[src/rtl/decparse_pkg.sv]
// shared types and constants for the decimal entry parser
package decparse_pkg;

    // entry stack depth and derived widths
    localparam int STACK_DEPTH  = 32;
    localparam int ADDR_W       = $clog2(STACK_DEPTH);
    localparam int CNT_W        = $clog2(STACK_DEPTH + 1);

    // transaction field widths
    localparam int CHAR_W       = 8;
    localparam int NUM_W        = 64;
    localparam int CHAR_COUNT_W = 6;
    localparam int STATUS_W     = 2;
    localparam int DIGIT_W      = 4;

    // div10 sequencer: fold steps of the reciprocal series
    localparam int FOLD_STEPS   = 4;
    localparam int FOLD_W       = $clog2(FOLD_STEPS);

    // character codes
    localparam logic [CHAR_W-1:0] CH_NUL  = 8'h00;
    localparam logic [CHAR_W-1:0] CH_BS   = 8'h08;
    localparam logic [CHAR_W-1:0] CH_LF   = 8'h0A;
    localparam logic [CHAR_W-1:0] CH_CR   = 8'h0D;
    localparam logic [CHAR_W-1:0] CH_ESC  = 8'h1B;
    localparam logic [CHAR_W-1:0] CH_PLUS = 8'h2B;
    localparam logic [CHAR_W-1:0] CH_MINUS = 8'h2D;
    localparam logic [CHAR_W-1:0] CH_ZERO = 8'h30;
    localparam logic [CHAR_W-1:0] CH_NINE = 8'h39;

    // class of a kept character
    typedef enum logic [1:0] {
        KIND_DIGIT = 2'd0,
        KIND_MINUS = 2'd1,
        KIND_PLUS  = 2'd2
    } t_kind;

    // result status
    typedef enum logic [STATUS_W-1:0] {
        ST_OK           = 2'd0,
        ST_EMPTY_BS     = 2'd1,
        ST_OVERFLOW     = 2'd2
    } t_status;

    // work handed from the stack stage to the accumulator stage
    typedef enum logic [2:0] {
        OP_DIGIT = 3'd0,
        OP_MINUS = 3'd1,
        OP_PLUS  = 3'd2,
        OP_POP   = 3'd3,
        OP_TERM  = 3'd4,
        OP_ERR   = 3'd5
    } t_op;

    // div10 unit status
    typedef struct packed {
        logic busy;
        logic done;
    } t_div_status;

endpackage

[src/rtl/decimal_entry_parser_with_backspace.sv]
// top level: decimal entry parser with backspace, stack memory and accumulator stage
// a terminating or error transaction passes through the stage 1 register and then the output register
// throughput: one character per cycle while stage 1 is not stalled; a backspace that removes a digit
//   holds the input while the div10 sequencer runs, and an ending or error waits for the output register
// reset: synchronous active-low reset clears the count, accumulator, sign and handshake
//   state; the class stack memory is not cleared and is only read below the count
module decimal_entry_parser_with_backspace (
    input  logic                                    i_clk,
    input  logic                                    i_rst_n,
    input  logic                                    i_in_valid,
    output logic                                    o_in_stall,
    input  logic [decparse_pkg::CHAR_W-1:0]         i_char_code,
    output logic                                    o_out_valid,
    input  logic                                    i_out_stall,
    output logic signed [decparse_pkg::NUM_W-1:0]   o_number,
    output logic [decparse_pkg::CHAR_COUNT_W-1:0]   o_char_count,
    output logic [decparse_pkg::STATUS_W-1:0]       o_status
);
    import decparse_pkg::*;

    // ------------------------------------------------------------------
    // stage 0: classify, keep count, push/pop the class stack
    // ------------------------------------------------------------------
    logic [CNT_W-1:0]   r_count, n_count;
    t_kind              r_stack [STACK_DEPTH];
    t_kind              r_kind;         // registered stack read data

    logic               w_accept;
    logic               w_is_term;
    logic               w_is_digit;
    logic               w_is_sign;
    logic               w_front_valid;
    t_op                w_front_op;
    t_status            w_front_status;
    logic               w_push;
    t_kind              w_push_kind;
    logic               w_pop;
    logic [ADDR_W-1:0]  w_wr_addr;
    logic [ADDR_W-1:0]  w_rd_addr;
    logic [CNT_W-1:0]   w_count_dec;

    // ------------------------------------------------------------------
    // stage 1: accumulator and sign, result generation
    // ------------------------------------------------------------------
    logic               r_s1_valid;
    t_op                r_s1_op;
    t_status            r_s1_status;
    logic [DIGIT_W-1:0] r_s1_digit;
    logic [CNT_W-1:0]   r_s1_count;

    logic [NUM_W-1:0]   r_acc;
    logic               r_neg;

    logic               w_s1_retire;
    logic               w_emit;
    logic               w_out_free;
    logic               w_div_start;
    t_div_status        w_div;
    logic [NUM_W-1:0]   w_div_quot;
    logic [NUM_W-1:0]   w_acc_x10;
    logic [CNT_W:0]     w_count_sum;

    // output register
    logic                       r_out_valid;
    logic signed [NUM_W-1:0]    r_out_number;
    logic [CHAR_COUNT_W-1:0]    r_out_count;
    t_status                    r_out_status;

    // ------------------------------------------------------------------
    // handshake: stage 0 advances whenever stage 1 is empty or retiring
    // ------------------------------------------------------------------
    assign o_in_stall = r_s1_valid && !w_s1_retire;
    assign w_accept   = i_in_valid && !o_in_stall;
    assign w_out_free = !r_out_valid || !i_out_stall;

    // character classes
    assign w_is_term  = (i_char_code == CH_LF)  || (i_char_code == CH_CR) ||
                        (i_char_code == CH_ESC) || (i_char_code == CH_NUL);
    assign w_is_digit = (i_char_code >= CH_ZERO) && (i_char_code <= CH_NINE);
    assign w_is_sign  = (i_char_code == CH_PLUS) || (i_char_code == CH_MINUS);

    assign w_count_dec = r_count - 1'b1;
    assign w_wr_addr   = r_count[ADDR_W-1:0];
    assign w_rd_addr   = w_count_dec[ADDR_W-1:0];

    always_comb begin
        w_front_valid  = 1'b0;
        w_front_op     = OP_DIGIT;
        w_front_status = ST_OK;
        w_push         = 1'b0;
        w_push_kind    = KIND_DIGIT;
        w_pop          = 1'b0;
        n_count        = r_count;
        if (w_is_term) begin
            // entry ends: count snapshot travels with the op
            w_front_valid = 1'b1;
            w_front_op    = OP_TERM;
            n_count       = '0;
        end else if (w_is_sign && (r_count == '0)) begin
            // sign only as first kept char; never overflows at count zero
            w_front_valid = 1'b1;
            w_front_op    = (i_char_code == CH_MINUS) ? OP_MINUS : OP_PLUS;
            w_push        = 1'b1;
            w_push_kind   = (i_char_code == CH_MINUS) ? KIND_MINUS : KIND_PLUS;
            n_count       = r_count + 1'b1;
        end else if (w_is_digit) begin
            w_front_valid = 1'b1;
            if (r_count == CNT_W'(STACK_DEPTH)) begin
                w_front_op     = OP_ERR;
                w_front_status = ST_OVERFLOW;
                n_count        = '0;
            end else begin
                w_front_op  = OP_DIGIT;
                w_push      = 1'b1;
                w_push_kind = KIND_DIGIT;
                n_count     = r_count + 1'b1;
            end
        end else if (i_char_code == CH_BS) begin
            w_front_valid = 1'b1;
            if (r_count == '0) begin
                w_front_op     = OP_ERR;
                w_front_status = ST_EMPTY_BS;
            end else begin
                // pop: class comes back from the memory next cycle
                w_front_op = OP_POP;
                w_pop      = 1'b1;
                n_count    = w_count_dec;
            end
        end
    end

    always_ff @(posedge i_clk) begin
        if (!i_rst_n) begin
            r_count <= '0;
        end else if (w_accept) begin
            r_count <= n_count;
        end
    end

    // class stack: one write or one read per accepted transaction, so a
    // push and a pop of the same entry always fall on different edges
    always_ff @(posedge i_clk) begin
        if (w_accept && w_push) begin
            r_stack[w_wr_addr] <= w_push_kind;
        end
        if (w_accept && w_pop) begin
            r_kind <= r_stack[w_rd_addr];
        end
    end

    // stage 1 register
    always_ff @(posedge i_clk) begin
        if (!i_rst_n) begin
            r_s1_valid <= 1'b0;
        end else if (w_accept) begin
            r_s1_valid <= w_front_valid;
        end else if (w_s1_retire) begin
            r_s1_valid <= 1'b0;
        end
    end

    always_ff @(posedge i_clk) begin
        if (w_accept) begin
            r_s1_op     <= w_front_op;
            r_s1_status <= w_front_status;
            r_s1_digit  <= DIGIT_W'(i_char_code - CH_ZERO);
            r_s1_count  <= r_count;
        end
    end

    // ------------------------------------------------------------------
    // stage 1 control
    // ------------------------------------------------------------------
    always_comb begin
        w_s1_retire = 1'b0;
        w_emit      = 1'b0;
        w_div_start = 1'b0;
        if (r_s1_valid) begin
            case (r_s1_op)
                OP_DIGIT, OP_MINUS, OP_PLUS: w_s1_retire = 1'b1;
                OP_POP: begin
                    case (r_kind)
                        KIND_DIGIT: begin
                            // removed digit: wait for the div10 result
                            w_div_start = !w_div.busy;
                            w_s1_retire = w_div.done;
                        end
                        default: w_s1_retire = 1'b1;
                    endcase
                end
                OP_TERM, OP_ERR: begin
                    w_emit      = w_out_free;
                    w_s1_retire = w_out_free;
                end
                default: w_s1_retire = 1'b1;
            endcase
        end
    end

    decparse_div10 u_div10 (
        .i_clk   (i_clk),
        .i_rst_n (i_rst_n),
        .i_start (w_div_start),
        .i_value (r_acc),
        .o_stat  (w_div),
        .o_quot  (w_div_quot)
    );

    // acc * 10 + digit, wrapping
    assign w_acc_x10   = (r_acc << 3) + (r_acc << 1) + NUM_W'(r_s1_digit);
    // reported count takes one more for a negative value, wraps to six bits
    assign w_count_sum = {1'b0, r_s1_count} + (CNT_W + 1)'(r_neg);

    always_ff @(posedge i_clk) begin
        if (!i_rst_n) begin
            r_acc <= '0;
            r_neg <= 1'b0;
        end else if (r_s1_valid && w_s1_retire) begin
            case (r_s1_op)
                OP_DIGIT: r_acc <= w_acc_x10;
                OP_MINUS: r_neg <= 1'b1;
                OP_PLUS:  r_neg <= 1'b0;
                OP_POP: begin
                    case (r_kind)
                        KIND_DIGIT: r_acc <= w_div_quot;
                        KIND_MINUS: r_neg <= 1'b0;
                        default: begin
                        end
                    endcase
                end
                OP_TERM, OP_ERR: begin
                    // entry done: start fresh
                    r_acc <= '0;
                    r_neg <= 1'b0;
                end
                default: begin
                end
            endcase
        end
    end

    // ------------------------------------------------------------------
    // output register
    // ------------------------------------------------------------------
    always_ff @(posedge i_clk) begin
        if (!i_rst_n) begin
            r_out_valid <= 1'b0;
        end else if (w_emit) begin
            r_out_valid <= 1'b1;
        end else if (!i_out_stall) begin
            r_out_valid <= 1'b0;
        end
    end

    always_ff @(posedge i_clk) begin
        if (w_emit) begin
            if (r_s1_op == OP_TERM) begin
                r_out_number <= $signed(r_neg ? -r_acc : r_acc);
                r_out_count  <= CHAR_COUNT_W'(w_count_sum);
                r_out_status <= ST_OK;
            end else begin
                r_out_number <= '0;
                r_out_count  <= '0;
                r_out_status <= r_s1_status;
            end
        end
    end

    assign o_out_valid  = r_out_valid;
    assign o_number     = r_out_number;
    assign o_char_count = r_out_count;
    assign o_status     = r_out_status;

`ifndef SYNTH
    // kept count never passes the stack depth
    a_count_bound: assert property (@(posedge i_clk) disable iff (!i_rst_n)
        r_count <= CNT_W'(STACK_DEPTH))
        else $error("kept count beyond stack depth");

    // div10 only runs for a pending pop of a digit
    a_div_owner: assert property (@(posedge i_clk) disable iff (!i_rst_n)
        w_div.busy |-> (r_s1_valid && (r_s1_op == OP_POP) && (r_kind == KIND_DIGIT)))
        else $error("div10 busy without a digit pop");

    // input held while the divider works, except on its last cycle
    a_div_holds_input: assert property (@(posedge i_clk) disable iff (!i_rst_n)
        (w_div.busy && !w_div.done) |-> o_in_stall)
        else $error("input taken during div10");

    // a finished divide retires the pop and the divider goes idle
    a_div_retire: assert property (@(posedge i_clk) disable iff (!i_rst_n)
        w_div.done |=> !w_div.busy)
        else $error("div10 did not return to idle");
`endif

endmodule

[src/rtl/decparse_div10.sv]
// multi-cycle signed divide by ten, truncating toward zero
module decparse_div10 (
    input  logic                            i_clk,
    input  logic                            i_rst_n,
    input  logic                            i_start,
    input  logic [decparse_pkg::NUM_W-1:0]  i_value,
    output decparse_pkg::t_div_status       o_stat,
    output logic [decparse_pkg::NUM_W-1:0]  o_quot
);
    import decparse_pkg::*;

    typedef enum logic [6:0] {
        D_IDLE = 7'b0000001,
        D_ABS  = 7'b0000010,
        D_EST  = 7'b0000100,
        D_FOLD = 7'b0001000,
        D_REM  = 7'b0010000,
        D_FIX  = 7'b0100000,
        D_SIGN = 7'b1000000
    } t_dstate;

    t_dstate            r_state, n_state;
    logic               r_neg;
    logic [NUM_W-1:0]   r_n;
    logic [NUM_W-1:0]   r_q;
    logic [4:0]         r_rem;
    logic [FOLD_W-1:0]  r_k;

    logic [NUM_W-1:0]   w_q8;
    logic [4:0]         w_q5;
    logic [4:0]         w_rem;
    logic [5:0]         w_shift;

    // quotient estimate after the fold, and the low bits of n - 10q
    assign w_q8    = r_q >> 3;
    assign w_q5    = w_q8[4:0];
    assign w_rem   = r_n[4:0] - {w_q5[1:0], 3'b000} - {w_q5[3:0], 1'b0};
    assign w_shift = 6'd4 << r_k;

    always_comb begin
        n_state = r_state;
        case (r_state)
            D_IDLE: if (i_start) n_state = D_ABS;
            D_ABS:  n_state = D_EST;
            D_EST:  n_state = D_FOLD;
            D_FOLD: if (r_k == FOLD_W'(FOLD_STEPS - 1)) n_state = D_REM;
            D_REM:  n_state = D_FIX;
            D_FIX:  n_state = D_SIGN;
            D_SIGN: n_state = D_IDLE;
            default: n_state = D_IDLE;
        endcase
    end

    always_ff @(posedge i_clk) begin
        if (!i_rst_n) begin
            r_state <= D_IDLE;
        end else begin
            r_state <= n_state;
        end
    end

    always_ff @(posedge i_clk) begin
        case (r_state)
            D_IDLE: begin
                r_neg <= i_value[NUM_W-1];
                r_n   <= i_value;
            end
            D_ABS: begin
                if (r_neg) begin
                    r_n <= -r_n;
                end
            end
            D_EST: begin
                r_q <= (r_n >> 1) + (r_n >> 2);
                r_k <= '0;
            end
            D_FOLD: begin
                r_q <= r_q + (r_q >> w_shift);
                r_k <= r_k + 1'b1;
            end
            D_REM: begin
                r_q   <= w_q8;
                r_rem <= w_rem;
            end
            D_FIX: begin
                r_q <= r_q + NUM_W'(r_rem > 5'd9);
            end
            default: begin
            end
        endcase
    end

    assign o_quot      = r_neg ? -r_q : r_q;
    assign o_stat.busy = (r_state != D_IDLE);
    assign o_stat.done = (r_state == D_SIGN);

endmodule

[config.mk]
export PLATFORM = sky130hd
export DESIGN_NAME = decimal_entry_parser_with_backspace
export DESIGN_NICKNAME = d
export VERILOG_FILES = /design/src/rtl/decparse_pkg.sv /design/src/rtl/decimal_entry_parser_with_backspace.sv /design/src/rtl/decparse_div10.sv
export SDC_FILE = /design/constraint.sdc
export NUM_CORES = 2
export LEC_CHECK = 0
export BUFFER_PORTS_ARGS = -buffer_cell sky130_fd_sc_hd__buf_2
export CORE_MARGIN = 4
export CORE_UTILIZATION = 56
export CTS_BUF_LIST = sky130_fd_sc_hd__clkbuf_16
export CTS_CLUSTER_DIAMETER = 120
export CTS_CLUSTER_SIZE = 20
export DETAILED_ROUTE_END_ITERATION = 6
export PLACE_DENSITY_LB_ADDON = 0.08
export SKIP_CTS_REPAIR_TIMING = 1
export SYNTH_ARGS = -nofsm -noshare
export SYNTH_HDL_FRONTEND = slang
export SYNTH_HIERARCHICAL = 1
export SYNTH_SLANG_ARGS = --single-unit
export TNS_END_PERCENT = 50
[constraint.sdc]
create_clock -name i_clk -period 8.1 [get_ports i_clk]
set_clock_uncertainty 0.1 [all_clocks]
set_input_delay 0.405 -clock i_clk [delete_from_list [all_inputs] [get_ports i_clk]]
set_output_delay 0.405 -clock i_clk [all_outputs]
set_load 0.05 [all_outputs]
### Word level (Yosys, flattened, before mapping)

Memories as Yosys holds them, arrays and structs flattened. A register that Yosys moved wholly into a read port is not among the register bits.
Cells that the tools add are included.

| cells by class | value |
|---|---|
| add/subtract/negate cells | 15 |
| order comparisons | 3 |
| equal/unequal tests | 29 |
| shifts and indexed selects | 2 |
| muxes and demuxes | 59 |
| reductions and logical operators | 36 |

Operators by type and width:

| cell | count |
|---|---|
| 2-to-1 mux 64 bit | 4 |
| one-hot mux 64 bit (4 select lines) | 1 |
| negator 64 bit | 3 |
| one-hot mux 64 bit (3 select lines) | 1 |
| adder 64 bit | 2 |
| one-hot mux 64 bit (2 select lines) | 1 |
| adder 63 x 62 -> 64 bit | 1 |
| adder 64 x 1 -> 64 bit | 1 |
| adder 64 x 4 -> 64 bit | 1 |
| >> shifter 64 x 6 -> 64 bit | 1 |
| one-hot mux 7 bit (6 select lines) | 1 |
| 2-to-1 mux 6 bit | 6 |
| 2-to-1 mux 1 bit | 29 |
| equality test 8 x 4 -> 1 bit, second input constant | 3 |
| equality test 8 x 6 -> 1 bit, second input constant | 2 |
| 2-to-1 mux 3 bit | 5 |
| 2-to-1 mux 7 bit | 2 |
| 2-to-1 mux 2 bit | 6 |
| inequality test 2 x 1 -> 1 bit, second input constant | 5 |
| subtractor 5 bit | 2 |
| AND reduction 3 bit | 3 |
| equality test 8 x 5 -> 1 bit, second input constant | 1 |
| >= comparator 8 x 6 -> 1 bit, second input constant | 1 |
| less-or-equal comparator 8 x 6 -> 1 bit, second input constant | 1 |
| other kinds (39) | 61 |

| word-level totals | value |
|---|---|
| register bits | 303 |
| RAM bits | 64 |
| bits of input ports | 12 |
| output and inout port bits | 74 |
| word-level logic and storage cells | 163 |
| memories | 1 |

Memories:

| memory | words | bits a word | read ports | clocked after memory_dff | write ports | RTL line | source |
|---|---|---|---|---|---|---|---|
| r_stack | 32 | 2 | 1 | 1 | 1 | decimal_entry_parser_with_backspace.sv:25 | `t_kind r_stack [STACK_DEPTH];` |

### Logic depth before layout (Yosys ltp)

| depth | value |
|---|---|
| word-level depth | 11 |
| depth in mapped cells | 25 |
| depth with buffers taken out | 23 |

### Cells and area by module

The synthesis kept the hierarchy.

Modules (own cells, without submodules):

| module | times used | cells an instance | area an instance (µm²) | sequential area each (µm²) |
|---|---|---|---|---|
| decparse_div10 | 1 | 2376 | 19048.3 | 4194.0 |
| decimal_entry_parser_with_backspace | 1 | 1594 | 15184.6 | 6055.8 |

### Worst setup path after synthesis

Ideal clock, no wire load.

| path | value |
|---|---|
| path kind | reg-to-reg |
| from | reg u_div10.r_state[2] |
| to | reg u_div10.r_state[0] |
| setup time | 0.347 ns |
| arrival time | 5.564 ns |
| required time | 7.653 ns |
| path slack | 2.090 ns |
| cell stages (with the launch flop) | 6 |
| path buffers | 0 |
| period minus slack after synthesis | 6.010 ns |
| cell sequence | dfxtp_1 > nand2b_1 > a21oi_1 > a21oi_1 > o21ai_0 > o31ai_1 |

| on the way | value |
|---|---|
| word-level cells in the longest chain between the ends | 7 |
| elaborated cells between the ends (all ways) | 15 |
| classes of those cells | 9 x eq/ne; 4 x mux; 2 x reduce/logical |

RTL lines:

| element | RTL line | source |
|---|---|---|
| start: declaration | decparse_div10.sv:22 | `t_dstate r_state, n_state;` |
| start signal: assignment | decparse_div10.sv:58 | `r_state <= n_state;` |
| inequality test 7 x 1 -> 1 bit | decparse_div10.sv:94 | `assign o_stat.busy = (r_state != D_IDLE);` |
| zero test 1 bit | decimal_entry_parser_with_backspace.sv:185 | `w_div_start = !w_div.busy;` |
| 2-to-1 mux 1 bit | decimal_entry_parser_with_backspace.sv:182 | `case (r_kind)` |
| 2-to-1 mux 1 bit | decimal_entry_parser_with_backspace.sv:179 | `case (r_s1_op)` |
| 2-to-1 mux 1 bit | decimal_entry_parser_with_backspace.sv:178 | `if (r_s1_valid) begin` |
| inequality test 2 x 1 -> 1 bit (no line) | -- |  |
| AND reduction 2 bit (no line) | -- |  |

Several ways; a longest one is shown, not always the timed one.
A chain may end at the register's enable or synchronous reset.

### Worst setup path in the final report

| path | value |
|---|---|
| from | reg u_div10.r_k[1] |
| to | reg u_div10.r_q[62], data pin |

| on the way | value |
|---|---|
| word-level cells in the longest chain between the ends | 4 |

RTL lines:

| element | RTL line | source |
|---|---|---|
| start: declaration | decparse_div10.sv:27 | `logic [FOLD_W-1:0] r_k;` |
| start signal: assignment | decparse_div10.sv:79 | `r_k <= r_k + 1'b1;` |
| << shifter 3 x 2 -> 6 bit | decparse_div10.sv:38 | `assign w_shift = 6'd4 << r_k;` |
| >> shifter 64 x 6 -> 64 bit | decparse_div10.sv:78 | `r_q <= r_q + (r_q >> w_shift);` |
| adder 64 bit | decparse_div10.sv:78 |  |
| one-hot mux 64 bit (4 select lines) | decparse_div10.sv:63 | `case (r_state)` |
| end signal: assignment | decparse_div10.sv:78 |  |
| end signal: assignment | decparse_div10.sv:82 | `r_q <= w_q8;` |
| end signal: assignment | decparse_div10.sv:86 | `r_q <= r_q + NUM_W'(r_rem > 5'd9);` |
| end: declaration | decparse_div10.sv:25 | `logic [NUM_W-1:0] r_q;` |

No other way between the ends.

==> flow_summary.toml <==
[run_status]
status = "finished clean"

[synth]
syn_area_um2 = 34230
synth_area_per_cell_um2 = 8.623
synthCells = 3970
synth-async-reset-ratio_pct = 0
synthesized_flop_and_latch_total = 368
synth-edff-count = 288
mappedNetlistNets = 4317
synthDistinctLibCells = 98
yosysWarningCount = 6
synth_sequential_area_ratio_pct = 29.94
yosys_most_used_dff = "edfxtp_1"

[worst_setup_path]
critPathMaxFanout = 25
crit_path_cell_trace = "inv_1 -> ha_2 -> buf_4 -> mux2i_1 -> nand2_1 -> o21ai_0 -> o21ai_0 -> a21oi_1 -> o21ai_0 -> ha_1 -> inv_1 -> fa_1 -> nor2b_1 -> o31a_1 -> o22ai_1 -> o211ai_1 -> a22oi_1 -> a21oi_1 -> nor3b_1 -> a31oi_1 -> o21ai_0 -> xnor2_1 -> o22ai_1"
worst_setup_path_startpoint = "u_div10/r_k[1]"
timing.critical_path.slowest_cell_delay_ns = 0.57
reg2reg_depth = 23
critical_path.reg2reg.startpoint = "u_div10/r_k[1]"
regToRegSetupSlack_ns = 1.60
critical-path-top-cell-by-count = "o21ai_0"
worstPathArrival_ns = 6.70
regToRegEndpoint = "u_div10/r_q[62]"
critical_path_required_ns = 8.30
category_of_the_worst_setup_path_launch_point = "flip-flop"
timing.critical_path.to_type = "flip-flop"
worstSetupEndpoint = "u_div10/r_q[62]"
critical_path.slowest_cell = "ha_2"
critPathKind = "flip-flop to flip-flop"
crit_family = "compound AO/OA/AOI/OAI gates"
worst-path-buf-inv = 3
path_depth = 23

[timing]
final-max-slew-violation-count = 0
worst_pin_slew_ns = 1.204
layout_setup_ws_ns = 1.601
post-route-min-period_ns = 6.499
final_hold_viol_count = 0
setup-tns-final_ns = 0
setup_viol = 0
grt_setup_unrepaired = "no"
achievable_frequency_mhz = 153.9
final.period_utilization_pct = 80.23
normalized_max_slew_margin_pct = 19.76

[cts]
cts_tree = "done"
h-tree-depth = 1
numCtsBuffers = 23
worst_setup_hold_path_clk_slew_ns = 0.10
cts_root_buffer = "clkbuf_16"
cts-root-to-sink-buffers = 3
worst_skew_pair.late_latency_ns = 0.60
clock_sink_count = 368

[floorplan]
core_um2 = 60470
die_width_um = 255.2
dieArea_um2 = 65150
start_util_pct = 56.61
pin_count = 86
die_h_um = 255.2
fp-row-count = 90

[final_layout]
synthToLayoutAreaGrowth_pct = 4.251
final_layout_size_suffix_gt1_share_pct = 7.174
layout.nets = 4221

[grt]
antenna_found_initial = 2
track_usage_pct = 32.13
gr_ovfl_total = 0
grt_max_degree = 101
grt_pass1_vias = 28250
first_pass_grt_wire_length_um = 165600

[power_and_ir_drop]
worst_ir_drop_vdd_mv = 0.1520
totalPowerFinal_mw = 3.632
leakagePower_nw = 14.08
power-per-cell-area_nw_per_um2 = 101.8

[drt]
drt_first_iter_violations = 2849
ant_nets = 0
route.final.wire_length_um = 108100
drc = 0
num_vias = 30370
drt_pass1_iterations = 6
wire_length_per_cell_after_detailed_routing_um = 23.13
routed_via_density = 6.500

[place]
final_replace_weighted_congestion = 1.029
hpwlAfterDp_um = 82740
detailedPlace.worstSlack_ns = 1.832
placement.io_buffers = 85

[job]
max_cap_violations = 0

[hold_path]
worstHoldPathType = "primary input to flip-flop"
## cell usage after synthesis (all sizes together) (54+ instances only)
| master | instances | share of area (%) |
|---|---|---|
| nor2 | 347 | 3.8 |
| a211oi | 57 | 1.2 |
| a21oi | 284 | 4.2 |
| edfxtp | 288 | 25 |
| dfxtp | 80 | 4.7 |
| xnor2 | 223 | 5.7 |
| o21ai | 342 | 5.0 |
| mux2i | 55 | 1.6 |
| nor3 | 83 | 1.2 |
| xor2 | 138 | 3.5 |
| a21o | 85 | 1.9 |
| nand3 | 79 | 1.2 |
| clkbuf | 214 | 2.4 |
| ha | 330 | 12 |
| inv | 151 | 1.7 |
| nand4 | 62 | 1.2 |
| nand2 | 357 | 3.9 |
| a22oi | 54 | 1.2 |
## power by group
part	leakage [nW]	internal [mW]	switching [mW]	total (mW)
clock	0.374	0.526	0.690	1.22
combinational	10.4	0.150	0.221	0.371
sequential	3.35	2.02	0.0211	2.04
## cell families after synthesis
logic type,share of synthesized area (%)
buffers and inverters,4.397
xor gates and xnor gates,9.236
and+or+nand+nor,17.38
muxes,4.700
AOI/OAI and AO/OA,21.99
DFF,29.94
adders and majority gates,12.35
## how the worst min path moves through the flow
| stage | cells after the start | slack [ns] | start | to |
|---|---|---|---|---|
| floorplan | 0 | 0.31 | r_count[2] | r_s1_count[2] |
| global placement | 1 | 0.40 | r_s1_status[1] | o_status[1] |
| detailed placement | 1 | 0.42 | r_s1_status[0] | o_status[0] |
| CTS | 3 | -0.01 | i_out_stall | o_out_valid |
| global route | 1 | 0.003 | i_char_code[0] | r_s1_digit[0] |
| finish | 1 | 0.02 | i_char_code[0] | r_s1_digit[0] |
## per-layer routing
| metal | wire length (µm) | vias to the layer above | track usage [%] |
|---|---|---|---|
| met5 | 10 | - | 0 |
| met4 | 5007 | 2 | 12.13 |
| met1 | 45590 | 14510 | 43.58 |
| li1 | - | 14470 | - |
| met2 | 49860 | 1152 | 52.74 |
| met3 | 7619 | 234 | 4.248 |
## cell usage in the layout (no fill, tap or decap), types with 12 or more instances in the layout
master	n
clkbuf_16	23
inv_1	162
and4_1	17
mux2_2	27
a211oi_1	57
o22ai_1	12
nor3_1	82
ha_1	327
or2_2	12
buf_2	85
or4_1	20
nand2b_1	32
mux2i_1	55
o41ai_1	15
and3_1	43
nand3_1	77
or3_1	33
o21ai_0	338
a21o_1	85
o21a_1	22
a21oi_1	283
a22oi_1	54
dfxtp_1	79
nand2_1	354
o31ai_1	45
a221o_1	12
o221ai_1	14
buf_4	32
xor2_1	138
nand4_1	61
o21bai_1	39
nor2_1	343
mux4_2	30
a31oi_1	39
xnor2_1	223
a221oi_1	50
edfxtp_1	288
and2_1	32
o211ai_1	23
nor2b_1	37
## cell type report
type                            instances  area, µm²
Antenna cell                            1      2.502
Clock buffer                           23      575.6
Clock inverter                         17      100.1
Fill cell                            5534      24780
Inverter                              153      574.3
Multi-Input combinational cell       3211      22540
Sequential cell                       368      10250
Tap cell                              782      978.4
Timing Repair Buffer                  117      665.6
## through the flow
stage | utilization [%] | cell area (µm²) | hold WS [ns] | instances
floorplan | - | 34230 | 0.3064 | 3970
global placement | 57.90 | 35010 | 0.4046 | 4631
detailed placement | 57.90 | 35010 | 0.4244 | 4631
CTS | 59.01 | 35690 | -0.01404 | 4671
global route | 59.01 | 35690 | 0.003056 | 4671
finish | 59.02 | 35690 | 0.01712 | 4672
## sequential cells by signal (all words and copies together), names as in the netlist, 6 cells and up
name and cells:
u_div10/r_q 64, u_div10/r_n 64, o_number 64, r_stack 64
u_div10/r_state 7, r_acc 64, r_count 6, o_char_count 6
r_s1_count 6
Power figures use the tool's default switching activity.
